==> config.mk <==
export PLATFORM = sky130hd
export DESIGN_NAME = roman_numeral_encoder
export DESIGN_NICKNAME = d
export VERILOG_FILES = /design/src/rtl/core/rne_pkg.sv /design/src/rtl/core/rne_cmp_sub.sv /design/src/rtl/core/roman_numeral_encoder.sv
export SDC_FILE = /design/constraint.sdc
export NUM_CORES = 1
export LEC_CHECK = 0
export ABC_AREA = 1
export BUFFER_PORTS_ARGS = -buffer_cell sky130_fd_sc_hd__buf_2
export CAP_MARGIN = 40
export CORE_MARGIN = 2
export CORE_UTILIZATION = 40
export CTS_CLUSTER_DIAMETER = 150
export DETAILED_ROUTE_END_ITERATION = 10
export GPL_ROUTABILITY_DRIVEN = 0
export SETUP_SLACK_MARGIN = 0.5
export SYNTH_ARGS = -nofsm -noshare
export SYNTH_HDL_FRONTEND = slang
export SYNTH_SLANG_ARGS = --single-unit
==> constraint.sdc <==
create_clock -name clock -period 3.4 [get_ports clock]
set_clock_uncertainty 0.15 [all_clocks]
set_input_delay 0.17 -clock clock [delete_from_list [all_inputs] [get_ports clock]]
set_output_delay 0.17 -clock clock [all_outputs]
set_load 0.05 [all_outputs]
==> src/rtl/core/rne_pkg.sv <==
`timescale 1ns / 1ps
`default_nettype none
// ----------------------------------------------------------------------------
// Roman numeral encoder package
// Widths, character codes and the greedy token table shared by the encoder.
// ----------------------------------------------------------------------------
package rne_pkg;

   localparam int VALUE_W = 12;
   localparam int SYM_W   = 7;

   // Largest value that has a Roman numeral in this block.
   localparam logic [VALUE_W-1:0] MAX_VALUE = VALUE_W'(3999);

   // ASCII codes of the characters that the block emits.
   localparam logic [SYM_W-1:0] CHAR_M    = 7'h4D;
   localparam logic [SYM_W-1:0] CHAR_D    = 7'h44;
   localparam logic [SYM_W-1:0] CHAR_C    = 7'h43;
   localparam logic [SYM_W-1:0] CHAR_L    = 7'h4C;
   localparam logic [SYM_W-1:0] CHAR_X    = 7'h58;
   localparam logic [SYM_W-1:0] CHAR_V    = 7'h56;
   localparam logic [SYM_W-1:0] CHAR_I    = 7'h49;
   localparam logic [SYM_W-1:0] CHAR_ZERO = 7'h30;
   localparam logic [SYM_W-1:0] CHAR_NONE = 7'h00;

   // Token table: 13 entries, from 1000 down to 1.
   localparam int TOK_COUNT = 13;
   localparam int TOK_IDX_W = $clog2(TOK_COUNT);

   // One greedy token: its weight and one or two characters.
   typedef struct packed {
      logic [VALUE_W-1:0] weight;
      logic [SYM_W-1:0]   first;
      logic [SYM_W-1:0]   second;
      logic               pair;
   } token_type;

   // Result of the shared compare and subtract unit.
   typedef struct packed {
      logic [VALUE_W-1:0] diff;
      logic               ge;
      logic               zero;
   } cmp_sub_type;

   // Token lookup; the final entry also serves unused indexes.
   function automatic token_type get_token(input logic [TOK_IDX_W-1:0] idx);
      token_type tok;
      case (idx)
         4'd0:    tok = '{VALUE_W'(1000), CHAR_M, CHAR_NONE, 1'b0};
         4'd1:    tok = '{VALUE_W'(900),  CHAR_C, CHAR_M,    1'b1};
         4'd2:    tok = '{VALUE_W'(500),  CHAR_D, CHAR_NONE, 1'b0};
         4'd3:    tok = '{VALUE_W'(400),  CHAR_C, CHAR_D,    1'b1};
         4'd4:    tok = '{VALUE_W'(100),  CHAR_C, CHAR_NONE, 1'b0};
         4'd5:    tok = '{VALUE_W'(90),   CHAR_X, CHAR_C,    1'b1};
         4'd6:    tok = '{VALUE_W'(50),   CHAR_L, CHAR_NONE, 1'b0};
         4'd7:    tok = '{VALUE_W'(40),   CHAR_X, CHAR_L,    1'b1};
         4'd8:    tok = '{VALUE_W'(10),   CHAR_X, CHAR_NONE, 1'b0};
         4'd9:    tok = '{VALUE_W'(9),    CHAR_I, CHAR_X,    1'b1};
         4'd10:   tok = '{VALUE_W'(5),    CHAR_V, CHAR_NONE, 1'b0};
         4'd11:   tok = '{VALUE_W'(4),    CHAR_I, CHAR_V,    1'b1};
         default: tok = '{VALUE_W'(1),    CHAR_I, CHAR_NONE, 1'b0};
      endcase
      return tok;
   endfunction

endpackage
`default_nettype wire

==> src/rtl/core/rne_cmp_sub.sv <==
`timescale 1ns / 1ps
`default_nettype none
// ----------------------------------------------------------------------------
// Roman numeral encoder compare and subtract unit
// Shared arithmetic: tests remainder >= weight and forms the difference.
// ----------------------------------------------------------------------------
module rne_cmp_sub
   import rne_pkg::*;
(
   input  wire logic [VALUE_W-1:0] minuend,
   input  wire logic [VALUE_W-1:0] subtrahend,
   output cmp_sub_type             result
);

   logic [VALUE_W:0] wide_diff;

   // One subtraction gives both the difference and the borrow.
   assign wide_diff   = {1'b0, minuend} - {1'b0, subtrahend};
   assign result.diff = wide_diff[VALUE_W-1:0];
   assign result.ge   = ~wide_diff[VALUE_W];
   assign result.zero = (wide_diff[VALUE_W-1:0] == '0);

endmodule
`default_nettype wire

==> src/rtl/core/roman_numeral_encoder.sv <==
`timescale 1ns / 1ps
`default_nettype none
// ----------------------------------------------------------------------------
// Roman numeral encoder
// Converts a 12-bit value into a run of ASCII Roman numeral characters.
// ----------------------------------------------------------------------------
// Usage:
//   A value is transferred at a rising edge with start high and busy low.
//   Each character appears on rsp_symbol for one cycle with rsp_strobe high;
//   rsp_last marks the final character of the run. Zero gives the single
//   character '0'; a value above 3999 gives one result with rsp_out_of_range
//   set and symbol 0.
// Timing:
//   Zero and out-of-range values answer in the next cycle and busy stays low.
//   Otherwise a sequencer walks a 13-entry token table (1000, 900, ... 1)
//   with one shared compare and subtract unit: each cycle either emits a
//   character or moves to the next token, and a two-character token sends
//   its second character from a separate state. The value is first loaded
//   into the remainder register, and the first character shows once the
//   scan reaches a token that fits and its result is registered.
//   A new value may be started in the cycle that shows the last character.
// Reset:
//   Synchronous reset returns to idle and drops rsp_strobe. The receiver
//   cannot stall, so every character is shown exactly once.
// ----------------------------------------------------------------------------
module roman_numeral_encoder
   import rne_pkg::*;
(
   input  wire logic               clock,
   input  wire logic               reset,
   input  wire logic               start,
   output      logic               busy,
   input  wire logic [VALUE_W-1:0] req_value,
   output      logic               rsp_strobe,
   output      logic [SYM_W-1:0]   rsp_symbol,
   output      logic               rsp_last,
   output      logic               rsp_out_of_range
);

   typedef enum logic [2:0] {
      ST_IDLE  = 3'b001,
      ST_SCAN  = 3'b010,
      ST_EMIT2 = 3'b100
   } state_type;

   state_type            state_ff, state_in;
   logic [VALUE_W-1:0]   rem_ff, rem_in;
   logic [TOK_IDX_W-1:0] idx_ff, idx_in;
   logic                 strobe_ff, strobe_in;
   logic [SYM_W-1:0]     symbol_ff, symbol_in;
   logic                 last_ff, last_in;
   logic                 oor_ff, oor_in;

   token_type   tok;
   cmp_sub_type cs;
   logic        accept;

   // Current token and the shared unit working on the remainder.
   assign tok = get_token(idx_ff);

   rne_cmp_sub u_cmp_sub (
      .minuend    (rem_ff),
      .subtrahend (tok.weight),
      .result     (cs)
   );

   assign accept = start && (state_ff == ST_IDLE);

   // Sequencer: accept a value in idle, then emit or advance each cycle.
   always_comb begin
      state_in  = state_ff;
      rem_in    = rem_ff;
      idx_in    = idx_ff;
      strobe_in = 1'b0;
      symbol_in = symbol_ff;
      last_in   = last_ff;
      oor_in    = 1'b0;
      case (state_ff)
         ST_IDLE: begin
            if (accept) begin
               if (req_value > MAX_VALUE) begin
                  strobe_in = 1'b1;
                  symbol_in = CHAR_NONE;
                  last_in   = 1'b1;
                  oor_in    = 1'b1;
               end else if (req_value == '0) begin
                  strobe_in = 1'b1;
                  symbol_in = CHAR_ZERO;
                  last_in   = 1'b1;
               end else begin
                  rem_in   = req_value;
                  idx_in   = '0;
                  state_in = ST_SCAN;
               end
            end
         end
         ST_SCAN: begin
            if (cs.ge) begin
               // The token fits: send its first character.
               rem_in    = cs.diff;
               strobe_in = 1'b1;
               symbol_in = tok.first;
               last_in   = cs.zero && !tok.pair;
               if (tok.pair) begin
                  state_in = ST_EMIT2;
               end else if (cs.zero) begin
                  state_in = ST_IDLE;
               end
            end else begin
               idx_in = idx_ff + TOK_IDX_W'(1);
            end
         end
         ST_EMIT2: begin
            // Second character of a subtractive pair.
            strobe_in = 1'b1;
            symbol_in = tok.second;
            last_in   = (rem_ff == '0);
            state_in  = (rem_ff == '0) ? ST_IDLE : ST_SCAN;
         end
         default: begin
            state_in = ST_IDLE;
         end
      endcase
   end

   // Control registers.
   always_ff @(posedge clock) begin
      if (reset) begin
         state_ff  <= ST_IDLE;
         strobe_ff <= 1'b0;
      end else begin
         state_ff  <= state_in;
         strobe_ff <= strobe_in;
      end
   end

   // Datapath and result registers.
   always_ff @(posedge clock) begin
      rem_ff    <= rem_in;
      idx_ff    <= idx_in;
      symbol_ff <= symbol_in;
      last_ff   <= last_in;
      oor_ff    <= oor_in;
   end

   assign busy             = (state_ff != ST_IDLE);
   assign rsp_strobe       = strobe_ff;
   assign rsp_symbol       = symbol_ff;
   assign rsp_last         = last_ff;
   assign rsp_out_of_range = oor_ff;

endmodule
`default_nettype wire

==> results of run 1 <==
-- state kept, by name, indices dropped and copies added, names as in the netlist --
register,count
rem_ff,12
rsp_out_of_range,1
rsp_strobe,1
idx_ff,4
rsp_symbol,7
tok,20
state_ff,3
rsp_last,1
-- stage by stage --
step                std cells  hold slack (ps)  area (sq um)  total power [uW]  util (%)
CTS                       555            3.856          3472              3085     47.36
floorplan                 417            98.29          3075              2313         -
finish                    556            15.33          3492              3092     47.64
detailed placement        540            236.3          3321              2692     45.30
global route              556            12.41          3492              3411     47.64
global placement          540            243.3          3321              2678     45.30
-- final timing paths --
check	cells after the start	endpoint
worst min-delay path	3	rem_ff[0]
worst max register to register	14	tok[19]
worst max-delay path	14	tok[19]
worst min register to register	2	state_ff[2]
-- metal layers --
layer	vias to the layer above	wire length, microns
met2	34	3523
met4	0	62
li1	1397	-
met3	6	177
met1	1220	3451
met5	-	0
-- cells by family after synthesis --
| group | count (synthesis) |
|---|---|
| compound gates | 27 |
| flops | 49 |
| simple gates | 254 |
| buf+inv | 68 |
| fa+ha+maj | 19 |
-- report_power, final --
group	switching [uW]	internal (uW)
sequential	83.7	838
clock	208	149
combinational	1220	592
-- synthesized netlist by cell type --
cell / count / area [sq um]
nand2_1: 139 / 521.8
nor2_2: 1 / 6.260
clkbuf_1: 3 / 11.26
nor3_1: 3 / 15.01
o21ai_0: 7 / 35.03
nand4_1: 7 / 43.79
inv_2: 5 / 18.77
nand2_4: 4 / 45.04
o21a_1: 1 / 7.510
a22o_1: 4 / 35.03
nand2_2: 9 / 56.30
nand3b_1: 6 / 45.04
nand3_2: 2 / 20.02
ha_1: 18 / 225.2
buf_8: 1 / 15.01
nor3_4: 1 / 16.27
edfxtp_1: 24 / 720.7
a221o_1: 1 / 10.01
nor2_1: 43 / 161.4
fa_1: 1 / 20.02
nor2_4: 1 / 11.26
o211ai_1: 1 / 7.510
a21oi_2: 6 / 52.55
inv_1: 59 / 221.5
and3_1: 1 / 6.260
nor4_1: 1 / 6.260
or2_2: 2 / 12.51
nand3_1: 34 / 170.2
dfxtp_1: 25 / 500.5
a21oi_1: 5 / 25.02
o21ai_4: 2 / 32.53
-- worst reg2reg max path, cell delays in order (launching register included) --
cell      delay (ps)
edfxtp_1         400
inv_1             70
ha_1             140
inv_1             80
fa_2             370
nand3_1          130
nand3_2          130
o21ai_4          210
buf_4            150
nand3b_1          90
nand2_2          180
ha_1             280
inv_1             70
nand2_1           80
a21oi_1          160
-- final cells by class --
cell class | instances | area [sq um]
Fill cell | 725 | 3839
Tap cell | 99 | 123.9
Clock buffer | 5 | 68.82
Clock inverter | 3 | 25.02
Timing Repair Buffer | 36 | 212.7
Inverter | 64 | 240.2
Multi-Input combinational cell | 300 | 1600
Sequential cell | 49 | 1221
-- timing repair --
item                       in CTS  in global routing
setup buffers                   5                  1
pin swaps                       2                  3
gates resized for setup         0                  5
hold endpoints to repair        4                  0
hold buffers                    2                  0
setup endpoints to repair       6                 15
==> results_dict.tcl, run 1 <==
set metrics [dict create \
    cp_data_required_time_ps 3480 \
    path_buf_inv 4 \
    clock_sinks 49 \
    gr-total-overflow 0 \
    slew_violations 0 \
    drtPass1Iterations 4 \
    peakVddDrop_uv 306.3 \
    critical_path_arrival_ps 2830 \
    cp_cell_sequence "inv_1 > ha_1 > inv_1 > fa_2 > nand3_1 > nand3_2 > o21ai_4 > buf_4 > nand3b_1 > nand2_2 > ha_1 > inv_1 > nand2_1 > a21oi_1" \
    hold_path_class "input port to flop" \
    met3_usage_pct 2.629 \
    rsz0062_at_grt "true" \
    setup_tns_ps 0 \
    synth_nets 451 \
    die_h_microns 91.69 \
    synth-adder-area-share_pct 7.974 \
    reg2reg_from "rem_ff[0]" \
    synth_simple_gate_area_share_pct 36.98 \
    synthCells 417 \
    synth-compound-area-share_pct 6.672 \
    tightest_slew_ps 489.6 \
    synth.area.mux_share_pct 0 \
    synth-seq-cells 49 \
    clock_path_buffers 2 \
    ys_seq_area_share_pct 39.71 \
    start_kind "flop" \
    cp-end-kind "flop" \
    max_freq_ghz 0.3638 \
    grt_pass1_vias 2567 \
    ant_nets 0 \
    synth_top_family_by_area "simple AND/OR/NAND/NOR gates" \
    drc 0 \
    wl_per_cell_microns 12.97 \
    crit_family "adder cells" \
    syn_avg_cell_area_sq_um 7.375 \
    insertion_delay_ps 310 \
    crit_path_max_fanout 8 \
    portBuffers 25 \
    crit_start "rem_ff[0]" \
    grtUsageTotal_pct 18.22 \
    max_slew_margin_pct 67.33 \
    p_leak_uw 0.001756 \
    layout-drive-gt1-share_pct 17.51 \
    routed_wl_mm 7.214 \
    slowest_delay_ps 400 \
    hold_viol 0 \
    status "completed" \
    syn_area_sq_mm 0.003075 \
    max_cap_viol_count 0 \
    via_count 2657 \
    h-tree-depth 2 \
    clock-root-buffer "clkbuf_8" \
    diodes 0 \
    synthXorXnorAreaFrac_pct 0 \
    crit_top_cell "inv_1" \
    cts_made_buffers 5 \
    r2r_slack_ps 650 \
    die_w_microns 91.69 \
    dp_slack_ps 429.5 \
    ios 26 \
    powerDensity_mw_per_mm2 885.3 \
    drt_iter0_drc 190 \
    core-area_sq_mm 0.007331 \
    cts_tree "built" \
    via_per_inst 4.779 \
    gr-max-usage-layer "met2" \
    layout_setup_ws_ps 651.2 \
    setup_viol 0 \
    met2_usage_pct 31.00 \
    start_util_pct 41.95 \
    antenna_found_initial 0 \
    finalCritPeriodShare_pct 80.85 \
    grt_use_met1_pct 23.93 \
    syn2layout_area_growth_pct 13.55 \
    mostFrequentLayoutCells "136 x nand2_1, 59 x inv_1, 43 x nor2_1" \
    rows 31 \
    post-route-min-period_ps 2749 \
    die-area_sq_mm 0.008406 \
    place_hpwl_mm 5.646 \
    grt_start_max_net_pins 22 \
    synth.distinct_cells 31 \
    grt_pass1_wl_mm 12.09 \
    crit_type "flop to flop" \
    final_nets 490 \
    synth_warnings 0 \
    min-delay-start "req_value[0]" \
    cp_slowest_cell "edfxtp_1" \
    clkSlewWorstSetupHoldPaths_ps 90 \
    final_common_cell "nand2_1" \
]
No activity file was read; power rests on OpenSTA's default activity.
==> inputs of run 2 (changes only) <==
==> constraint.sdc (replaced) <==
create_clock -name clock -period 2.2 [get_ports clock]
set_clock_uncertainty 0.15 [all_clocks]
set_input_delay 0.11 -clock clock [delete_from_list [all_inputs] [get_ports clock]]
set_output_delay 0.11 -clock clock [all_outputs]
set_load 0.05 [all_outputs]
==> run 2 against run 1 <==
- the flow now finishes with violations (setup timing)
- global-route usage up 2.3 points
- cell count up 16%
- sequential cell count unchanged
- worst hold slack worse by 8.3 ps
- critical endpoint is now tok[8]
==> results_dict.tcl, run 2 (synthesis gave the netlist of run 1 again) <==
set metrics [dict create \
    die_h_microns 91.69 \
    grt_pass1_wl_mm 13.75 \
    r2r-end "tok[8]" \
    drc 0 \
    hold_depth 3 \
    die-area_sq_mm 0.008406 \
    cp-end-kind "flop" \
    cp_slowest_cell "edfxtp_1" \
    place_hpwl_mm 6.346 \
    cp_data_required_time_ps 2300 \
    holdWs_ps 7.003 \
    drt_iter0_drc 135 \
    grt_use_met1_pct 25.95 \
    peakVddDrop_uv 799.4 \
    clock-root-buffer "clkbuf_8" \
    setup_tns_ps -6917 \
    violations "setup timing" \
    h-tree-depth 2 \
    insertion_delay_ps 310 \
    routed_wl_mm 8.546 \
    reg2reg_from "rem_ff[7]" \
    setup_viol 37 \
    met3_usage_pct 2.958 \
    ant_nets 0 \
    max_slew_margin_pct 74.77 \
    gr-max-usage-layer "met2" \
    rr_worst_depth 15 \
    gr-total-overflow 0 \
    final_nets 577 \
    grt_start_max_net_pins 19 \
    crit_path_max_fanout 6 \
    critical_path_arrival_ps 2620 \
    post-route-min-period_ps 2514 \
    min-delay-start "req_value[2]" \
    antenna_found_initial 0 \
    slew_violations 0 \
    ios 26 \
    max_freq_ghz 0.3978 \
    r2r_slack_ps -310 \
    drtPass1Iterations 4 \
    mostFrequentLayoutCells "105 x nand2_1, 68 x buf_4, 47 x inv_1" \
    cts_tree "built" \
    start_kind "flop" \
    crit_start "rem_ff[7]" \
    via_count 3063 \
    cp_cell_sequence "ha_4 > nand2_1 > nand2_1 > a21oi_4 > nand3_4 > o21ai_4 > buf_6 > nand3b_1 > nand2_4 > buf_4 > buf_4 > nand2_1 > nand2_2 > nand2_1 > nand2_1" \
    core-area_sq_mm 0.007331 \
    hold_viol 0 \
    syn2layout_area_growth_pct 51.71 \
    rows 31 \
    fillers 636 \
    min_to "rem_ff[2]" \
    largest_reg_flops 20 \
    hold_path_class "input port to flop" \
    max_cap_viol_count 0 \
    crit_top_cell "nand2_1" \
    p_leak_uw 0.002250 \
    cts_made_buffers 5 \
    clock_sinks 49 \
    status "complete, but fails checks" \
    tightest_slew_ps 375.0 \
    start_util_pct 41.95 \
    via_per_inst 4.764 \
    slowest_delay_ps 450 \
    die_w_microns 91.69 \
    grt_pass1_vias 2994 \
    crit_type "flop to flop" \
    rsz0062_at_grt "true" \
    clkSlewWorstSetupHoldPaths_ps 100 \
    final_common_cell "nand2_1" \
    grtUsageTotal_pct 20.51 \
    diodes 0 \
    powerDensity_mw_per_mm2 1460 \
    layout_setup_ws_ps -313.5 \
    wl_per_cell_microns 13.29 \
    finalCritPeriodShare_pct 114.3 \
    met2_usage_pct 36.27 \
    portBuffers 25 \
    clock_path_buffers 2 \
    layout-drive-gt1-share_pct 43.01 \
]
-- run 2: report_power, final --
part	internal (uW)	switching, uW
sequential	1300	144
combinational	2200	2610
clock	230	332
total	3720	3090
-- run 2: per-layer routing --
layer / vias up / share of wire [%] / routed length, microns
li1: 1578 / - / -
met1: 1418 / 45 / 3884
met2: 53 / 50 / 4304
met3: 14 / 2.5 / 215
met4: 0 / 1.6 / 141
met5: - / 0 / 0
-- run 2: worst max path at each step --
| stage | endpoint | depth (start not counted) |
|---|---|---|
| 2_1_floorplan | tok[17] | 15 |
| 3_3_place_gp | tok[18] | 15 |
| 3_5_place_dp | tok[4] | 13 |
| 4_1_cts | tok[10] | 16 |
| 5_1_grt | tok[18] | 15 |
| 6_report | tok[8] | 15 |
-- run 2: through the flow --
step / instances / utilization, % / total power (uW) / worst slack [ps] / cell area (sq um)
6_report: 643 / 63.65 / 6812 / -313.5 / 4666
5_1_grt: 643 / 63.65 / 7329 / -482.4 / 4666
4_1_cts: 634 / 61.03 / 6430 / -279.9 / 4474
3_5_place_dp: 604 / 53.88 / 5252 / -364.2 / 3950
3_3_place_gp: 604 / 53.88 / 5212 / -302.2 / 3950
2_1_floorplan: 417 / - / 3793 / -345.1 / 3222
-- run 2: worst max-delay path: cells and delay by family (launching register included) --
kind,cells,cell delay (ps)
AOI/OAI and AO/OA,2,380
and+or+nand+nor,9,850
DFF,1,450
buffers and inverters,3,360
adders and majority gates,1,270
-- run 2: cell type report --
class	count	area [sq um]	share of cell area, %
repair buffers	122	958.4	20.54
multi-input cells	300	2003	42.93
clock buffers	5	68.82	1.475
inverters	64	257.7	5.524
well taps	99	123.9	2.655
clock inverters	3	25.02	0.5363
flip-flops and latches	49	1222	26.20
repair inverters	1	6.256	0.1341
-- run 2: repair_timing --
item | CTS | global route
pin swaps | 17 | 6
hold buffers | 13 | 0
endpoints found under the hold margin | 16 | 0
gates resized for setup | 68 | 37
endpoints found under the setup margin | 61 | 61
buffers inserted | 9 | 8
gates cloned | 0 | 1
==> inputs of run 3 (changes only) <==
--- a/config.mk
+++ b/config.mk
@@ -9,10 +9,11 @@
 export BUFFER_PORTS_ARGS = -buffer_cell sky130_fd_sc_hd__buf_2
 export CAP_MARGIN = 40
 export CORE_MARGIN = 2
-export CORE_UTILIZATION = 40
+export CORE_UTILIZATION = 51
 export CTS_CLUSTER_DIAMETER = 150
 export DETAILED_ROUTE_END_ITERATION = 10
 export GPL_ROUTABILITY_DRIVEN = 0
+export PLACE_DENSITY = 0.72
 export SETUP_SLACK_MARGIN = 0.5
 export SYNTH_ARGS = -nofsm -noshare
 export SYNTH_HDL_FRONTEND = slang
==> run 3 against run 2 <==
- the run still ends with setup timing left
- clock power grew 37%
- power grew 6.9%
- die area shrank 21%
- sequential share of layout area shrank 0.44 points
- count of clock-buffer cells in the layout is the same
- worst hold slack gained 33 ps
- register-to-register slack lost 250 ps
- critical path type unchanged
- combinational power grew 5.0%
==> results_dict.tcl, run 3 (synthesis gave the netlist of run 1 again) <==
set metrics [dict create \
    rsz0062_at_grt "true" \
    rows 28 \
    largest_reg_flops 20 \
    cts_tree "built" \
    die_h_microns 81.66 \
    drtPass1Iterations 5 \
    stdcell_area_sq_mm 0.004746 \
    ant_nets 0 \
    cp_cell_sequence "inv_1 > ha_2 > inv_2 > fa_2 > nand3_4 > nand3_4 > o21ai_4 > nand2_4 > nand2_2 > nand2_4 > ha_4 > nand2_1 > nand2_1 > inv_1" \
    portBuffers 25 \
    layout_setup_ws_ps -567.7 \
    max_slew_margin_pct 68.44 \
    clock-root-buffer "clkbuf_8" \
    status "complete, but fails checks" \
    routed_wl_mm 10.35 \
    r2r_slack_ps -570 \
    switchingPower_uw 3404 \
    violations "setup timing" \
    via_count 3331 \
    syn2layout_area_growth_pct 54.31 \
    hold_viol 0 \
    rr_worst_depth 14 \
    peakVddDrop_uv 1155 \
    dp_slack_ps -426.5 \
    clock_sinks 49 \
    setup_viol 52 \
    mostFrequentLayoutCells "96 x nand2_1, 46 x buf_4, 43 x inv_1" \
    drt_iter0_drc 268 \
    via_per_inst 5.506 \
    insertion_delay_ps 320 \
    cts_made_buffers 5 \
    clockPowerShare_pct 10.6 \
    slowest_delay_ps 450 \
    finalCritPeriodShare_pct 125.8 \
    dpl_cell_area_sq_mm 0.003780 \
    r2r-end "tok[15]" \
    clock_path_buffers 2 \
    grt_start_max_net_pins 17 \
    endpoint "tok[15]" \
    diodes 0 \
    slew_violations 0 \
    grt_pass1_vias 3116 \
    cp_slowest_cell "edfxtp_1" \
    gr-total-overflow 0 \
    powerDensity_mw_per_mm2 1535 \
    critical_path_arrival_ps 2840 \
    hold_path_class "input port to flop" \
    start_kind "flop" \
    wl_per_cell_microns 17.11 \
    layout-drive-gt1-share_pct 45.66 \
    seq_power_share_pct 20.1 \
    final_common_cell "nand2_1" \
    combPwrFrac_pct 69.3 \
    clkSlewWorstSetupHoldPaths_ps 100 \
    swShare_pct 46.73 \
    max_cap_viol_count 0 \
    cp_data_required_time_ps 2270 \
    crit_type "flop to flop" \
    reg2reg_from "rem_ff[0]" \
    cp-end-kind "flop" \
    grtUsageTotal_pct 28.89 \
    antenna_found_initial 0 \
    holdWs_ps 40.23 \
    final_nets 563 \
    start_util_pct 52.25 \
    crit_start "rem_ff[0]" \
    tightest_slew_ps 469.1 \
    drc 0 \
    place_hpwl_mm 6.225 \
    core-area_sq_mm 0.005886 \
    die_w_microns 81.66 \
    post-route-min-period_ps 2768 \
    ios 26 \
    grt_pass1_wl_mm 14.23 \
    die-area_sq_mm 0.006668 \
    power.internal_uw 3880 \
    max_freq_ghz 0.3613 \
    h-tree-depth 2 \
    p_leak_uw 0.002262 \
    crit_path_max_fanout 8 \
]
==> run 3: cell count changes in the layout (fill, tap and decap cells not counted), sizes merged <==
cell,before,now
nand2,152,153
dlygate4sd3,13,14
clkinv,2,1
clkinvlp,1,0
buf,109,93
bufinv,0,2
==> run 3: critical path: cells and delay by family (launching register included) <==
| family | cells | cell delay (ps) |
|---|---|---|
| flip-flops | 1 | 450 |
| AO/OA/AOI/OAI | 1 | 240 |
| AND/OR/NAND/NOR | 7 | 760 |
| adder cells (fa/ha/maj) | 3 | 880 |
| buffers and inverters | 3 | 200 |
==> run 3: worst min-delay path by stage <==
stage	slack (ps)	depth (start not counted)	endpoint	from
after detailed placement	180	2	state_ff[2]	reset
final	40	3	rsp_out_of_range	req_value[11]
after CTS	20	3	rsp_out_of_range	req_value[11]
after floorplan	40	1	state_ff[2]	reset
after global routing	70	3	rsp_out_of_range	req_value[11]
after global placement	180	2	state_ff[2]	reset
==> run 3: timing repair <==
item / CTS / global route
setup endpoints to repair: 60 / 60
hold endpoints to repair: 17 / 0
gates resized for setup: 96 / 51
pin swaps: 27 / 15
buffers inserted: 8 / 10
hold buffers: 14 / 0
gates cloned: 2 / 0
==> run 3: final cells by class <==
type                            count  area [sq um]
Inverter                           64         252.7
Timing Repair Buffer              107         858.3
Clock inverter                      3         65.06
Tap cell                           75         93.84
Fill cell                         326          1140
Clock buffer                        5         68.82
Sequential cell                    49          1222
Timing Repair inverter              1         8.758
Multi-Input combinational cell    301          2176
==> run 3: through the flow <==
step | total power (uW) | setup TNS [ps] | util, % | instances
floorplan | 3793 | -3938 | - | 417
global placement | 4897 | -5380 | 64.22 | 563
detailed placement | 4980 | -8952 | 64.22 | 563
CTS | 6591 | -5539 | 75.70 | 595
global route | 7671 | -18110 | 80.63 | 605
finish | 7285 | -15800 | 80.63 | 605
==> run 3: per-layer routing <==
metal  global-route usage (%)  part of all wire [%]  vias to the layer above
met1                    32.47                    39                     1578
met4                    15.00                   4.1                        0
met3                    5.055                   5.6                       45
li1                         -                     -                     1560
met2                    52.13                    51                      148
met5                        0                     0                        -
==> run 3: power by group through the flow <==
stage                     Combinational (uW)  Clock, uW  Sequential [uW]
after global placement                  3440          0             1450
after detailed placement                3520          0             1460
after floorplan                         2310          0             1480
final                                   5050        770             1470
after global routing                    5400        794             1480
after CTS                               4380        764             1440
